<file path="src/sv/cwlt_pkg.sv">
`default_nettype none

package cwlt_pkg;

    // Storage geometry.
    localparam int CAPACITY = 64;
    localparam int ADDR_W   = $clog2(CAPACITY);
    localparam int CNT_W    = $clog2(CAPACITY + 1);

    // Field widths.
    localparam int OP_W     = 3;
    localparam int WORD_W   = 16;
    localparam int AMT_W    = 8;
    localparam int IDX_W    = 7;
    localparam int LEN_W    = 2;
    localparam int CTX_LEN  = 3;

    // Signed width that holds a cursor plus any displacement.
    localparam int MV_W     = ((CNT_W > AMT_W - 1) ? CNT_W : AMT_W - 1) + 2;

    // Operation codes.
    localparam logic [OP_W-1:0] OP_INSERT   = 3'd0;
    localparam logic [OP_W-1:0] OP_MOVE     = 3'd1;
    localparam logic [OP_W-1:0] OP_DEL_NEXT = 3'd2;
    localparam logic [OP_W-1:0] OP_DEL_PREV = 3'd3;
    localparam logic [OP_W-1:0] OP_CLEAR    = 3'd4;

    // Controller to datapath.
    typedef struct packed {
        logic start;  // word accepted: decide and latch the operation
        logic shift;  // step the shift engine
        logic put;    // write the inserted word
        logic ctx;    // step the context reader
        logic load;   // move the finished result into the output register
    } cmd_t;

    // Datapath to controller.
    typedef struct packed {
        logic put_pending;  // an accepted insert still has to write its word
        logic send;         // result carries context words
        logic rem_zero;     // no shift step left
        logic ctx_done;     // all context reads issued
    } status_t;

endpackage

`default_nettype wire

</file>
<file path="src/sv/cwlt_ram.sv">
`default_nettype none

module cwlt_ram #(
    parameter int WIDTH = 16,
    parameter int DEPTH = 64
) (
    input  wire logic                     clk,
    input  wire logic                     we,
    input  wire logic [$clog2(DEPTH)-1:0] waddr,
    input  wire logic [WIDTH-1:0]         wdata,
    input  wire logic [$clog2(DEPTH)-1:0] raddr,
    output logic      [WIDTH-1:0]         rdata
);

    logic [WIDTH-1:0] mem [DEPTH];

    always_ff @(posedge clk) begin
        if (we) begin
            mem[waddr] <= wdata;
        end
        rdata <= mem[raddr];
    end

endmodule

`default_nettype wire

</file>
<file path="src/sv/cwlt_ctrl.sv">
`default_nettype none

module cwlt_ctrl (
    input  wire logic              aclk,
    input  wire logic              aresetn,
    input  wire logic              in_valid,
    output logic                   in_ready,
    output logic                   out_valid,
    input  wire logic              out_ready,
    input  wire cwlt_pkg::status_t status,
    output cwlt_pkg::cmd_t         cmd
);

    localparam logic [2:0] S_IDLE   = 3'd0;
    localparam logic [2:0] S_SHIFT  = 3'd1;
    localparam logic [2:0] S_PUT    = 3'd2;
    localparam logic [2:0] S_CTX    = 3'd3;
    localparam logic [2:0] S_FINISH = 3'd4;

    logic [2:0] state_reg, state_next;
    logic       out_valid_reg, out_valid_next;
    logic       out_free;

    assign in_ready  = (state_reg == S_IDLE);
    assign out_valid = out_valid_reg;
    assign out_free  = !out_valid_reg || out_ready;

    always_comb begin
        cmd        = '0;
        state_next = state_reg;
        unique case (state_reg)
            S_IDLE: begin
                if (in_valid) begin
                    cmd.start  = 1'b1;
                    state_next = S_SHIFT;
                end
            end
            S_SHIFT: begin
                cmd.shift = 1'b1;
                // The last pending write lands in the cycle the count runs out.
                if (status.rem_zero) begin
                    priority if (status.put_pending) begin
                        state_next = S_PUT;
                    end else if (status.send) begin
                        state_next = S_CTX;
                    end else begin
                        state_next = S_FINISH;
                    end
                end
            end
            S_PUT: begin
                cmd.put    = 1'b1;
                state_next = S_FINISH;
            end
            S_CTX: begin
                cmd.ctx = 1'b1;
                if (status.ctx_done) begin
                    state_next = S_FINISH;
                end
            end
            S_FINISH: begin
                if (out_free) begin
                    cmd.load   = 1'b1;
                    state_next = S_IDLE;
                end
            end
            default: begin
                state_next = S_IDLE;
            end
        endcase
    end

    always_comb begin
        priority if (cmd.load) begin
            out_valid_next = 1'b1;
        end else if (out_ready) begin
            out_valid_next = 1'b0;
        end else begin
            out_valid_next = out_valid_reg;
        end
    end

    always_ff @(posedge aclk) begin
        if (!aresetn) begin
            state_reg     <= S_IDLE;
            out_valid_reg <= 1'b0;
        end else begin
            state_reg     <= state_next;
            out_valid_reg <= out_valid_next;
        end
    end

endmodule

`default_nettype wire

</file>
<file path="src/sv/cwlt_datapath.sv">
`default_nettype none

module cwlt_datapath (
    input  wire logic                                aclk,
    input  wire logic                                aresetn,
    input  wire cwlt_pkg::cmd_t                      cmd,
    output cwlt_pkg::status_t                        status,
    input  wire logic [cwlt_pkg::OP_W-1:0]           in_op,
    input  wire logic [cwlt_pkg::WORD_W-1:0]         in_word,
    input  wire logic signed [cwlt_pkg::AMT_W-1:0]   in_amount,
    input  wire logic                                in_allow_same,
    output logic                                     out_ok,
    output logic [cwlt_pkg::IDX_W-1:0]               out_cursor_index,
    output logic [cwlt_pkg::IDX_W-1:0]               out_word_count,
    output logic                                     out_trigram_sent,
    output logic [cwlt_pkg::LEN_W-1:0]               out_trigram_len,
    output logic [cwlt_pkg::WORD_W-1:0]              out_context_word1,
    output logic [cwlt_pkg::WORD_W-1:0]              out_context_word2,
    output logic [cwlt_pkg::WORD_W-1:0]              out_context_word3
);

    localparam int CNT_W  = cwlt_pkg::CNT_W;
    localparam int ADDR_W = cwlt_pkg::ADDR_W;
    localparam int MV_W   = cwlt_pkg::MV_W;
    localparam int WORD_W = cwlt_pkg::WORD_W;
    localparam int LEN_W  = cwlt_pkg::LEN_W;
    localparam int IDX_W  = cwlt_pkg::IDX_W;

    // List state.
    logic [CNT_W-1:0]  cursor_reg, cursor_next;
    logic [CNT_W-1:0]  count_reg, count_next;

    // Per-operation registers.
    logic              ok_reg, ok_next;
    logic              send_reg, send_next;
    logic              put_pend_reg, put_pend_next;
    logic              down_reg, down_next;
    logic [ADDR_W-1:0] ptr_reg, ptr_next;
    logic [CNT_W-1:0]  rem_reg, rem_next;
    logic [ADDR_W-1:0] put_addr_reg, put_addr_next;
    logic [WORD_W-1:0] word_reg;

    // Shift write pipeline.
    logic              pend_valid_reg, pend_valid_next;
    logic [ADDR_W-1:0] pend_addr_reg, pend_addr_next;

    // Context reader.
    logic [LEN_W-1:0]  len_reg, len_next;
    logic [LEN_W-1:0]  ctx_k_reg, ctx_k_next;
    logic              cap_valid_reg, cap_valid_next;
    logic [LEN_W-1:0]  cap_slot_reg, cap_slot_next;
    logic [WORD_W-1:0] ctx_word_reg [cwlt_pkg::CTX_LEN];

    // Memory ports.
    logic              ram_we;
    logic [ADDR_W-1:0] ram_waddr, ram_raddr, ctx_addr;
    logic [WORD_W-1:0] ram_wdata, ram_rdata;

    // Decision logic.
    logic signed [MV_W-1:0] new_pos;
    logic                   move_ok;
    logic                   shift_issue, ctx_issue;
    logic [IDX_W-1:0]       index_wide;

    assign new_pos = $signed({{(MV_W-CNT_W){1'b0}}, cursor_reg}) + MV_W'(in_amount);
    assign move_ok = (count_reg != '0) && !new_pos[MV_W-1]
                  && (new_pos <= $signed({{(MV_W-CNT_W){1'b0}}, count_reg}))
                  && ((in_amount != '0) || in_allow_same);

    always_comb begin
        cursor_next   = cursor_reg;
        count_next    = count_reg;
        ok_next       = ok_reg;
        send_next     = send_reg;
        put_pend_next = put_pend_reg;
        down_next     = down_reg;
        ptr_next      = ptr_reg;
        rem_next      = rem_reg;
        put_addr_next = put_addr_reg;
        len_next      = len_reg;
        if (cmd.start) begin
            ok_next       = 1'b0;
            send_next     = 1'b0;
            put_pend_next = 1'b0;
            down_next     = 1'b0;
            rem_next      = '0;
            ptr_next      = ptr_reg;
            put_addr_next = cursor_reg[ADDR_W-1:0];
            unique case (in_op)
                cwlt_pkg::OP_INSERT: begin
                    if (count_reg < CNT_W'(cwlt_pkg::CAPACITY)) begin
                        ok_next       = 1'b1;
                        put_pend_next = 1'b1;
                        down_next     = 1'b1;
                        ptr_next      = ADDR_W'(count_reg - 1'b1);
                        rem_next      = count_reg - cursor_reg;
                        count_next    = count_reg + 1'b1;
                        cursor_next   = cursor_reg + 1'b1;
                    end
                end
                cwlt_pkg::OP_MOVE: begin
                    if (move_ok) begin
                        ok_next     = 1'b1;
                        send_next   = 1'b1;
                        cursor_next = new_pos[CNT_W-1:0];
                    end
                end
                cwlt_pkg::OP_DEL_NEXT: begin
                    if ((count_reg != '0) && (cursor_reg < count_reg)) begin
                        ok_next    = 1'b1;
                        ptr_next   = ADDR_W'(cursor_reg + 1'b1);
                        rem_next   = count_reg - cursor_reg - 1'b1;
                        count_next = count_reg - 1'b1;
                    end
                end
                cwlt_pkg::OP_DEL_PREV: begin
                    if ((count_reg != '0) && (cursor_reg != '0)) begin
                        ok_next     = 1'b1;
                        send_next   = 1'b1;
                        ptr_next    = cursor_reg[ADDR_W-1:0];
                        rem_next    = count_reg - cursor_reg;
                        count_next  = count_reg - 1'b1;
                        cursor_next = cursor_reg - 1'b1;
                    end
                end
                cwlt_pkg::OP_CLEAR: begin
                    ok_next     = 1'b1;
                    count_next  = '0;
                    cursor_next = '0;
                end
                default: begin
                end
            endcase
        end else if (shift_issue) begin
            ptr_next = down_reg ? ptr_reg - 1'b1 : ptr_reg + 1'b1;
            rem_next = rem_reg - 1'b1;
        end
        if (cmd.put) begin
            put_pend_next = 1'b0;
        end
        // The context length follows the cursor once the operation has settled.
        if (!send_reg) begin
            len_next = '0;
        end else if (cursor_reg >= CNT_W'(cwlt_pkg::CTX_LEN)) begin
            len_next = LEN_W'(cwlt_pkg::CTX_LEN);
        end else begin
            len_next = cursor_reg[LEN_W-1:0];
        end
    end

    // Shift engine: read one entry per cycle, write it one slot over in the next cycle.
    assign shift_issue     = cmd.shift && (rem_reg != '0);
    assign pend_valid_next = shift_issue;
    assign pend_addr_next  = down_reg ? ptr_reg + 1'b1 : ptr_reg - 1'b1;

    // Context reader: nearest word first.
    assign ctx_issue      = cmd.ctx && (ctx_k_reg < len_reg);
    assign ctx_addr       = ADDR_W'(cursor_reg - 1'b1 - CNT_W'(ctx_k_reg));
    assign ctx_k_next     = cmd.start ? '0 : (ctx_issue ? ctx_k_reg + 1'b1 : ctx_k_reg);
    assign cap_valid_next = ctx_issue;
    assign cap_slot_next  = ctx_k_reg;

    assign ram_raddr = cmd.ctx ? ctx_addr : ptr_reg;
    assign ram_we    = pend_valid_reg || cmd.put;
    assign ram_waddr = cmd.put ? put_addr_reg : pend_addr_reg;
    assign ram_wdata = cmd.put ? word_reg : ram_rdata;

    cwlt_ram #(
        .WIDTH (WORD_W),
        .DEPTH (cwlt_pkg::CAPACITY)
    ) u_ram (
        .clk   (aclk),
        .we    (ram_we),
        .waddr (ram_waddr),
        .wdata (ram_wdata),
        .raddr (ram_raddr),
        .rdata (ram_rdata)
    );

    assign status.put_pending = put_pend_reg;
    assign status.send        = send_reg;
    assign status.rem_zero    = (rem_reg == '0);
    assign status.ctx_done    = (ctx_k_reg == len_reg);

    assign index_wide = IDX_W'(cursor_reg) - 1'b1;

    always_ff @(posedge aclk) begin
        if (!aresetn) begin
            cursor_reg     <= '0;
            count_reg      <= '0;
            ok_reg         <= 1'b0;
            send_reg       <= 1'b0;
            put_pend_reg   <= 1'b0;
            rem_reg        <= '0;
            pend_valid_reg <= 1'b0;
            len_reg        <= '0;
            ctx_k_reg      <= '0;
            cap_valid_reg  <= 1'b0;
        end else begin
            cursor_reg     <= cursor_next;
            count_reg      <= count_next;
            ok_reg         <= ok_next;
            send_reg       <= send_next;
            put_pend_reg   <= put_pend_next;
            rem_reg        <= rem_next;
            pend_valid_reg <= pend_valid_next;
            len_reg        <= len_next;
            ctx_k_reg      <= ctx_k_next;
            cap_valid_reg  <= cap_valid_next;
        end
    end

    always_ff @(posedge aclk) begin
        down_reg      <= down_next;
        ptr_reg       <= ptr_next;
        put_addr_reg  <= put_addr_next;
        pend_addr_reg <= pend_addr_next;
        cap_slot_reg  <= cap_slot_next;
        if (cmd.start) begin
            word_reg <= in_word;
        end
        for (int i = 0; i < cwlt_pkg::CTX_LEN; i++) begin
            if (cmd.start) begin
                ctx_word_reg[i] <= '0;
            end else if (cap_valid_reg && (cap_slot_reg == LEN_W'(i))) begin
                ctx_word_reg[i] <= ram_rdata;
            end
        end
        if (cmd.load) begin
            out_ok            <= ok_reg;
            out_cursor_index  <= index_wide;
            out_word_count    <= IDX_W'(count_reg);
            out_trigram_sent  <= send_reg;
            out_trigram_len   <= len_reg;
            out_context_word1 <= ctx_word_reg[0];
            out_context_word2 <= ctx_word_reg[1];
            out_context_word3 <= ctx_word_reg[2];
        end
    end

endmodule

`default_nettype wire

</file>
<file path="src/sv/cursor_word_list_with_trigram.sv">
`default_nettype none

// Ordered list of up to 64 word identifiers with an edit cursor between
// entries. Each input word is one operation, selected by s_tuser: insert
// before the cursor, move the cursor by a signed amount, delete the entry
// after or before the cursor, or clear. Every operation returns exactly one
// result word with the ok flag, the index of the entry just before the
// cursor (-1 at the start) and the number of entries held. A successful move
// or delete-previous also returns up to three entries before the cursor,
// nearest first, and raises m_tuser. One operation is handled at a time: the
// input is held while the block decides the operation, shifts the entries
// that an insert or a delete moves through the word memory, writes the
// inserted word, reads the context words and hands the result over. The
// shift loop through the memory is the longest of these steps. A finished
// result waits in an output register, so the next operation is taken while
// it is still pending.

module cursor_word_list_with_trigram (
    input  wire logic        aclk,
    input  wire logic        aresetn,
    // Operation channel.
    input  wire logic        s_tvalid,
    output logic             s_tready,
    // s_tdata, from bit 0: word[15:0], amount[23:16] (signed),
    // allow_same[24], zero padding[31:25].
    input  wire logic [31:0] s_tdata,
    // s_tuser: op[2:0].
    input  wire logic [2:0]  s_tuser,
    // Result channel.
    output logic             m_tvalid,
    input  wire logic        m_tready,
    // m_tdata, from bit 0: ok[0], cursor_index[7:1] (signed),
    // word_count[14:8], trigram_len[16:15], context_word1[32:17],
    // context_word2[48:33], context_word3[64:49], zero padding[71:65].
    output logic [71:0]      m_tdata,
    // m_tuser: trigram_sent[0].
    output logic             m_tuser
);

    cwlt_pkg::cmd_t    cmd;
    cwlt_pkg::status_t status;

    logic                                   res_ok;
    logic [cwlt_pkg::IDX_W-1:0]             res_cursor_index;
    logic [cwlt_pkg::IDX_W-1:0]             res_word_count;
    logic [cwlt_pkg::LEN_W-1:0]             res_trigram_len;
    logic [cwlt_pkg::WORD_W-1:0]            res_ctx1, res_ctx2, res_ctx3;

    // The controller sequences shift, insert write, context reads and the
    // hand-off into the output register.
    cwlt_ctrl u_ctrl (
        .aclk      (aclk),
        .aresetn   (aresetn),
        .in_valid  (s_tvalid),
        .in_ready  (s_tready),
        .out_valid (m_tvalid),
        .out_ready (m_tready),
        .status    (status),
        .cmd       (cmd)
    );

    // The datapath decides each operation in the cycle it is accepted and
    // holds the list state, the word memory and the result registers.
    cwlt_datapath u_dp (
        .aclk              (aclk),
        .aresetn           (aresetn),
        .cmd               (cmd),
        .status            (status),
        .in_op             (s_tuser),
        .in_word           (s_tdata[15:0]),
        .in_amount         (s_tdata[23:16]),
        .in_allow_same     (s_tdata[24]),
        .out_ok            (res_ok),
        .out_cursor_index  (res_cursor_index),
        .out_word_count    (res_word_count),
        .out_trigram_sent  (m_tuser),
        .out_trigram_len   (res_trigram_len),
        .out_context_word1 (res_ctx1),
        .out_context_word2 (res_ctx2),
        .out_context_word3 (res_ctx3)
    );

    assign m_tdata = {7'd0, res_ctx3, res_ctx2, res_ctx1, res_trigram_len,
                      res_word_count, res_cursor_index, res_ok};

endmodule

`default_nettype wire

</file>
<file path="config.mk">
export PLATFORM = sky130hd
export DESIGN_NAME = cursor_word_list_with_trigram
export DESIGN_NICKNAME = d
export VERILOG_FILES = /design/src/sv/cwlt_pkg.sv /design/src/sv/cwlt_ram.sv /design/src/sv/cwlt_ctrl.sv /design/src/sv/cwlt_datapath.sv /design/src/sv/cursor_word_list_with_trigram.sv
export SDC_FILE = /design/constraint.sdc
export NUM_CORES = 2
export LEC_CHECK = 0
export BUFFER_PORTS_ARGS = -buffer_cell sky130_fd_sc_hd__clkbuf_2
export CORE_ASPECT_RATIO = 0.8
export CORE_MARGIN = 5
export CORE_UTILIZATION = 56
export DETAILED_ROUTE_END_ITERATION = 7
export PLACE_DENSITY_LB_ADDON = 0.2
export REMOVE_ABC_BUFFERS = 1
export SLEW_MARGIN = 15
export SYNTH_ARGS = -nofsm -noshare
export SYNTH_HDL_FRONTEND = slang
export SYNTH_SLANG_ARGS = --single-unit
</file>
<file path="constraint.sdc">
create_clock -name aclk -period 4.2 [get_ports aclk]
set_clock_uncertainty 0.05 [all_clocks]
set_input_delay 0 -clock aclk [delete_from_list [all_inputs] [get_ports aclk]]
set_output_delay 0 -clock aclk [all_outputs]
set_load 0.02 [all_outputs]
</file>
* Word level (Yosys, flattened, before mapping)
Memories as Yosys holds them, arrays and structs flattened. A register that Yosys moved wholly into a read port is not among the register bits.
Cells that the tools add are included.
** Word-level totals
- Logic and storage cells :: 168
- Output and inout port bits :: 75
- Bits of input ports :: 39
- Bits in registers :: 89
- Memories :: 2
- RAM bits :: 1072
** Cells by class
- Order comparisons :: 5
- Bitwise gates (word level) :: 4
- Reduce and logical (&&, ||, !) cells :: 34
- Multiplexer cells :: 65
- $add $sub $neg :: 12
- Equality and inequality tests :: 23
** Memory list
- u_dp.u_ram.mem :: depth 64, width 16, rd ports 1, clocked after memory_dff 1, write ports 1, line cwlt_ram.sv:15 : logic [WIDTH-1:0] mem [DEPTH];
- u_dp.ctx_word_reg :: depth 3, width 16, rd ports 3, clocked after memory_dff 3, write ports 3, line cwlt_datapath.sv:52 : logic [WORD_W-1:0] ctx_word_reg [cwlt_pkg::CTX_LEN];
** Operators by type and width (count)
- two-way mux 7 bit :: 11
- two-way mux 16 bit :: 4
- case mux 7 bit (4 select lines) :: 2
- two-way mux 6 bit :: 9
- subtractor 7 x 1 -> 7 bit (second input constant) :: 4
- two-way mux 1 bit :: 27
- case mux 7 bit (3 select lines) :: 1
- nonzero test 7 bit :: 3
- two-way mux 3 bit :: 6
- case mux 6 bit (3 select lines) :: 1
- case mux 3 bit (5 select lines) :: 1
- AND reduction 5 bit :: 3
- adder 7 x 1 -> 7 bit (second input constant) :: 2
- == test 3 x 2 -> 1 bit (second input constant) :: 4
- logical AND 1 bit :: 10
- != test 2 x 1 -> 1 bit (second input constant) :: 5
- adder 8 x 8 -> 9 bit :: 1
- less-or-equal comparator 9 x 8 -> 1 bit :: 1
- != test 3 bit (second input constant) :: 3
- nonzero test 4 bit :: 2
- nonzero test 8 bit :: 1
- >= comparator 7 x 2 -> 1 bit (second input constant) :: 1
- logical NOT 7 bit :: 1
- < comparator 7 bit :: 1
- other kinds (27) :: 39

* Longest topological paths before layout
- Word-level depth :: 7
- Depth in mapped cells :: 19
- Gate-level depth less buffers :: 18

* Hierarchy
Synthesis repeated with hierarchy kept, for this count alone.
** Unflattened totals
- Cell total of the unflattened synthesis :: 2676
- Area total of the unflattened synthesis :: 49648.9 um^2
** By module, submodules not included
- cwlt_ram :: area an instance 40042.2 um^2, cells each 1829, sequential area each 31069.8 um^2, times used 1
- cwlt_datapath :: area an instance 9253.9 um^2, cells each 801, sequential area each 5054.8 um^2, times used 1
- cwlt_ctrl :: area an instance 289.0 um^2, cells each 37, sequential area each 80.1 um^2, times used 1
- cursor_word_list_with_trigram :: area an instance 63.8 um^2, cells each 9, sequential area each 0.0 um^2, times used 1

* Least setup slack after synthesis
No wires, ideal clock.
- Kind :: reg2reg
- From :: register u_ctrl.state_reg[0]
- To :: register u_dp.out_context_word1 (netlist bit m_tdata[17]) (read register of u_dp.ctx_word_reg), enable pin
- Path buffers :: 1
- Cell stages (with the launch flop) :: 4
- Arrival :: 3.684 ns
- Data required time :: 3.652 ns
- Path slack :: -0.033 ns
- Clock period less this slack :: 4.233 ns
- Library setup time :: 0.498 ns
- Path through :: dfxtp_1 buf_2 nor3b_1 nor2b_1
** RTL lines
- from (decl) :: line cwlt_ctrl.sv:20 : logic [2:0] state_reg, state_next;
- from (signal assigned) :: line cwlt_ctrl.sv:88 : state_reg <= state_next;
- to (decl) :: line cwlt_datapath.sv:17 : output logic [cwlt_pkg::WORD_W-1:0] out_context_word1,

* Final worst setup path
- From :: register u_dp.cursor_reg[0]
- To :: register u_dp.u_ram.rdata[0] (read register of u_dp.u_ram.mem)
** Between the ends
- Longest elaborated chain between the ends :: 3
** Ends and longest elaborated chain
- from (decl) :: line cwlt_datapath.sv:30 : logic [CNT_W-1:0] cursor_reg, cursor_next;
- from (signal assigned) :: line cwlt_datapath.sv:200 : cursor_reg <= cursor_next;
- subtractor 7 x 1 -> 7 bit
- net u_dp.index_wide[0] :: line cwlt_datapath.sv:63 : logic [IDX_W-1:0] index_wide;
- subtractor 6 x 2 -> 6 bit :: line cwlt_datapath.sv:158 : assign ctx_addr = ADDR_W'(cursor_reg - 1'b1 - CNT_W'(ctx_k_reg));
- two-way mux 6 bit :: line cwlt_datapath.sv:163 : assign ram_raddr = cmd.ctx ? ctx_addr : ptr_reg;
- to (decl) :: line cwlt_ram.sv:12 : output logic [WIDTH-1:0] rdata
The timed path passes the listed nets, and every way through them passes these cells.
A chain may end at the register's enable or synchronous reset.

==> impl_metrics.ini <==
[run_status]
status = finished, final reports clean

[sta]
timing.slew.headroom = 0.205
tns_ps = 0
finalCritPeriodShare = 0.976
finalHoldViolCount = 0
whs_ps = 74.5
finalMaxSlewViolations = 0
worst_slack_ps = 100
max_freq_mhz = 244
layout_min_cycle_time_ps = 4100
setup_viol = 0
tightest_slew_ps = 1190
rsz0062_at_grt = no

[critical_path]
r2r_slack_ps = 100
critPathKind = reg2reg
worstPathCellList = inv_1 -> ha_1 -> inv_1 -> fa_1 -> xnor3_1 -> mux2i_4 -> buf_12 -> buf_12 -> buf_4 -> a311oi_1 -> a311oi_1 -> o21ai_1
crit_path_max_incr_delay_ps = 670
critPathSlowestCell = a311oi_1
path_max_fanout = 40
cp-startpoint = u_dp.cursor_reg[0]
end_kind = register
required_ps = 4700
cp-start-kind = register
worstReg2RegStart = u_dp.cursor_reg[0]
crit_arrival_ps = 4600

[floorplan]
initial_core_util = 0.564
io_pins = 114
die-width_um = 342
die-area_um2 = 94300
core_um2 = 87500
die_h_um = 276
rows = 97

[synthesis]
synthFlopType = edfxtp_1
synth_top_family_by_area = simple AND/OR/NAND/NOR gates
yosys_register_bits = 1225
synth_area_um2 = 49400
synth_cells = 3167
ys_seq_area_frac = 0.733
synth_top_cell_by_area = edfxtp_1
synth_compound_area_frac = 0.0571
synth_top_area_share = 0.710
synth_edf_count = 1167
synth.area.mux_share = 0.0768
synth_area_leaders = edfxtp_1 71%, mux4_2 6.5%, nand2_1 4.6%
async_flop_share = 0
yosys.area_share.simple = 0.0946
synthAdderAreaFrac = 0.0103
synth.distinct_cells = 83
synth_xor_area_frac = 0.00755
synth_area_per_cell_um2 = 15.6
yosysWarnings = 0

[global_route]
grt_max_degree = 65
overflow = 0
track_usage = 0.267
antenna_found_initial = 2
grt_pass1_wl_um = 187000
grt_pass1_vias = 29100

[layout]
n_antenna_cell = 0
drive_gt1_frac = 0.182
fin_nets = 3524
areaGrowthSynthToFinish_pct = 14.3
fin_util = 0.645
largest_register_ff_count = 1024

[clock_network]
clk_pin_slew_ps = 70
cts.sinks = 1225
h-tree-depth = 3
cts_post_setup_buffers_inserted = 0
clockBufferDepth = 3
cts-buffers-inserted = 113
cts_tree = built
clockRootBuffer = clkbuf_16
clk_latency_ps = 710

[power]
p_leak_nw = 19.2
clkPwrFrac = 0.262
p_sw_w = 0.0126
power_frac_comb = 0.309
power.share.sequential = 0.429
switching_share = 0.338
peakVddDrop_mv = 0.472
internal_power_w = 0.0248
power_density_nw_per_um2 = 663

[placement]
dpl.hpwl_um = 78900
pre_cts_ws_ps = 153
io_buffers = 99
gp_congestion = 0.902

[detailed_routing]
ant_nets = 0
drt-initial-drc-count = 3778
vias = 29500
vias_per_cell = 6.24
drt-total-wl_um = 125000
wl_per_cell_um = 26.4
drc = 0
first_pass_iters = 6

[min_path]
min_from = s_tdata[19]
min_path_type = in2reg

[run]
maxCapViolCount = 0
-- metrics by stage --
stage          cell area, µm²  total power (W)  std cells
2_1_floorplan           48600           0.0230       2991
3_3_place_gp            52500           0.0273       4479
3_5_place_dp            52500           0.0277       4479
4_1_cts                 56400           0.0374       4731
5_1_grt                 56500           0.0389       4731
6_report                56500           0.0375       4731
-- layout make-up --
| class | count | area [µm²] |
|---|---|---|
| Tap cell | 1188 | 1490 |
| Multi-Input combinational cell | 1719 | 12300 |
| Clock buffer | 140 | 2930 |
| Fill cell | 5967 | 31000 |
| Timing Repair Buffer | 340 | 2710 |
| Sequential cell | 1225 | 36200 |
| Clock inverter | 72 | 619 |
| Inverter | 47 | 176 |
-- final timing paths --
kind                                        endpoint  depth (start not counted)
worst max-delay path             u_dp.u_ram.rdata[0]                         12
worst min register to register  u_dp.cap_slot_reg[1]                          0
worst max register to register   u_dp.u_ram.rdata[0]                         12
worst min-delay path              u_dp.cursor_reg[3]                          7
-- layer usage --
| metal | global-route usage | wire, µm | up-vias |
|---|---|---|---|
| met3 | 0.0573 | 13100 | 238 |
| li1 | - | - | 12800 |
| met4 | 0.0801 | 3810 | 0 |
| met1 | 0.396 | 51300 | 15000 |
| met5 | 0 | 0 | - |
| met2 | 0.405 | 56700 | 1571 |
-- cell families after synthesis --
group                      count (synthesis)
DFF                                     1225
and+or+nand+nor                         1050
AOI/OAI and AO/OA                        385
buffers and inverters                    229
muxes                                    200
adders and majority gates                 39
xor gates and xnor gates                  38
other                                      1
-- repair_timing --
| item | in CTS | in global routing |
|---|---|---|
| hold buffers | 40 | 0 |
| endpoints found under the hold margin | 46 | 0 |
| endpoints found under the setup margin | 0 | 11 |
| gates resized for setup | 0 | 6 |
-- cells in the mapped netlist (8+ instances only) --
cell type / instances
nand3b_1: 15
xnor2_1: 27
a31oi_1: 25
buf_4: 12
clkbuf_1: 78
a32oi_1: 16
nand4_1: 15
and2_1: 57
nor4_1: 9
a311o_1: 24
o21ai_0: 36
nand2_1: 603
o21ai_1: 13
nor2b_1: 9
nor3_1: 22
inv_1: 45
mux4_2: 142
xor2_1: 8
edfxtp_1: 1167
nand3_1: 114
dfxtp_1: 58
o22ai_1: 20
ha_1: 36
a221oi_1: 28
or3_1: 10
nor2_1: 111
a211oi_1: 11
a21oi_1: 74
a41oi_1: 17
mux2i_1: 53
buf_1: 27
and3_1: 63
buf_2: 61
a311oi_1: 31
o211ai_1: 27
-- worst max-delay path: cells and delay by family (launching register included) --
family                     cells  cell delay, ps
AOI/OAI and AO/OA              3             970
muxes                          1             200
adders and majority gates      2             780
xor gates and xnor gates       1             430
DFF                            1             430
buffers and inverters          5            1040
-- power groups by stage --
stage | clock network, W | registers [W] | logic (W)
2_1_floorplan | 0 | 0.0163 | 0.00666
3_3_place_gp | 0 | 0.0163 | 0.0110
3_5_place_dp | 0 | 0.0163 | 0.0113
4_1_cts | 0.00993 | 0.0161 | 0.0114
5_1_grt | 0.0105 | 0.0161 | 0.0123
6_report | 0.00981 | 0.0161 | 0.0116
-- cell usage in the layout, fill, tap and decap left out, drive strengths merged, types with 20 or more instances in the layout --
cell / synthesis / routed
a221oi: 29 / 29
buf: 104 / 201
mux4: 142 / 142
nand2: 603 / 603
ha: 36 / 36
dlygate4sd3: 0 / 40
a31oi: 25 / 25
and3: 63 / 63
dfxtp: 58 / 58
a311oi: 31 / 31
o21ai: 49 / 49
nor3: 22 / 22
mux2i: 54 / 54
inv: 46 / 50
edfxtp: 1167 / 1167
clkbuf: 78 / 239
xnor2: 29 / 29
o211ai: 27 / 27
and2: 57 / 57
a311o: 24 / 24
clkinv: 1 / 59
nor2: 113 / 113
o22ai: 20 / 20
nand3: 114 / 114
a21oi: 74 / 74
Note: power is estimated with default switching activity, not from simulation.
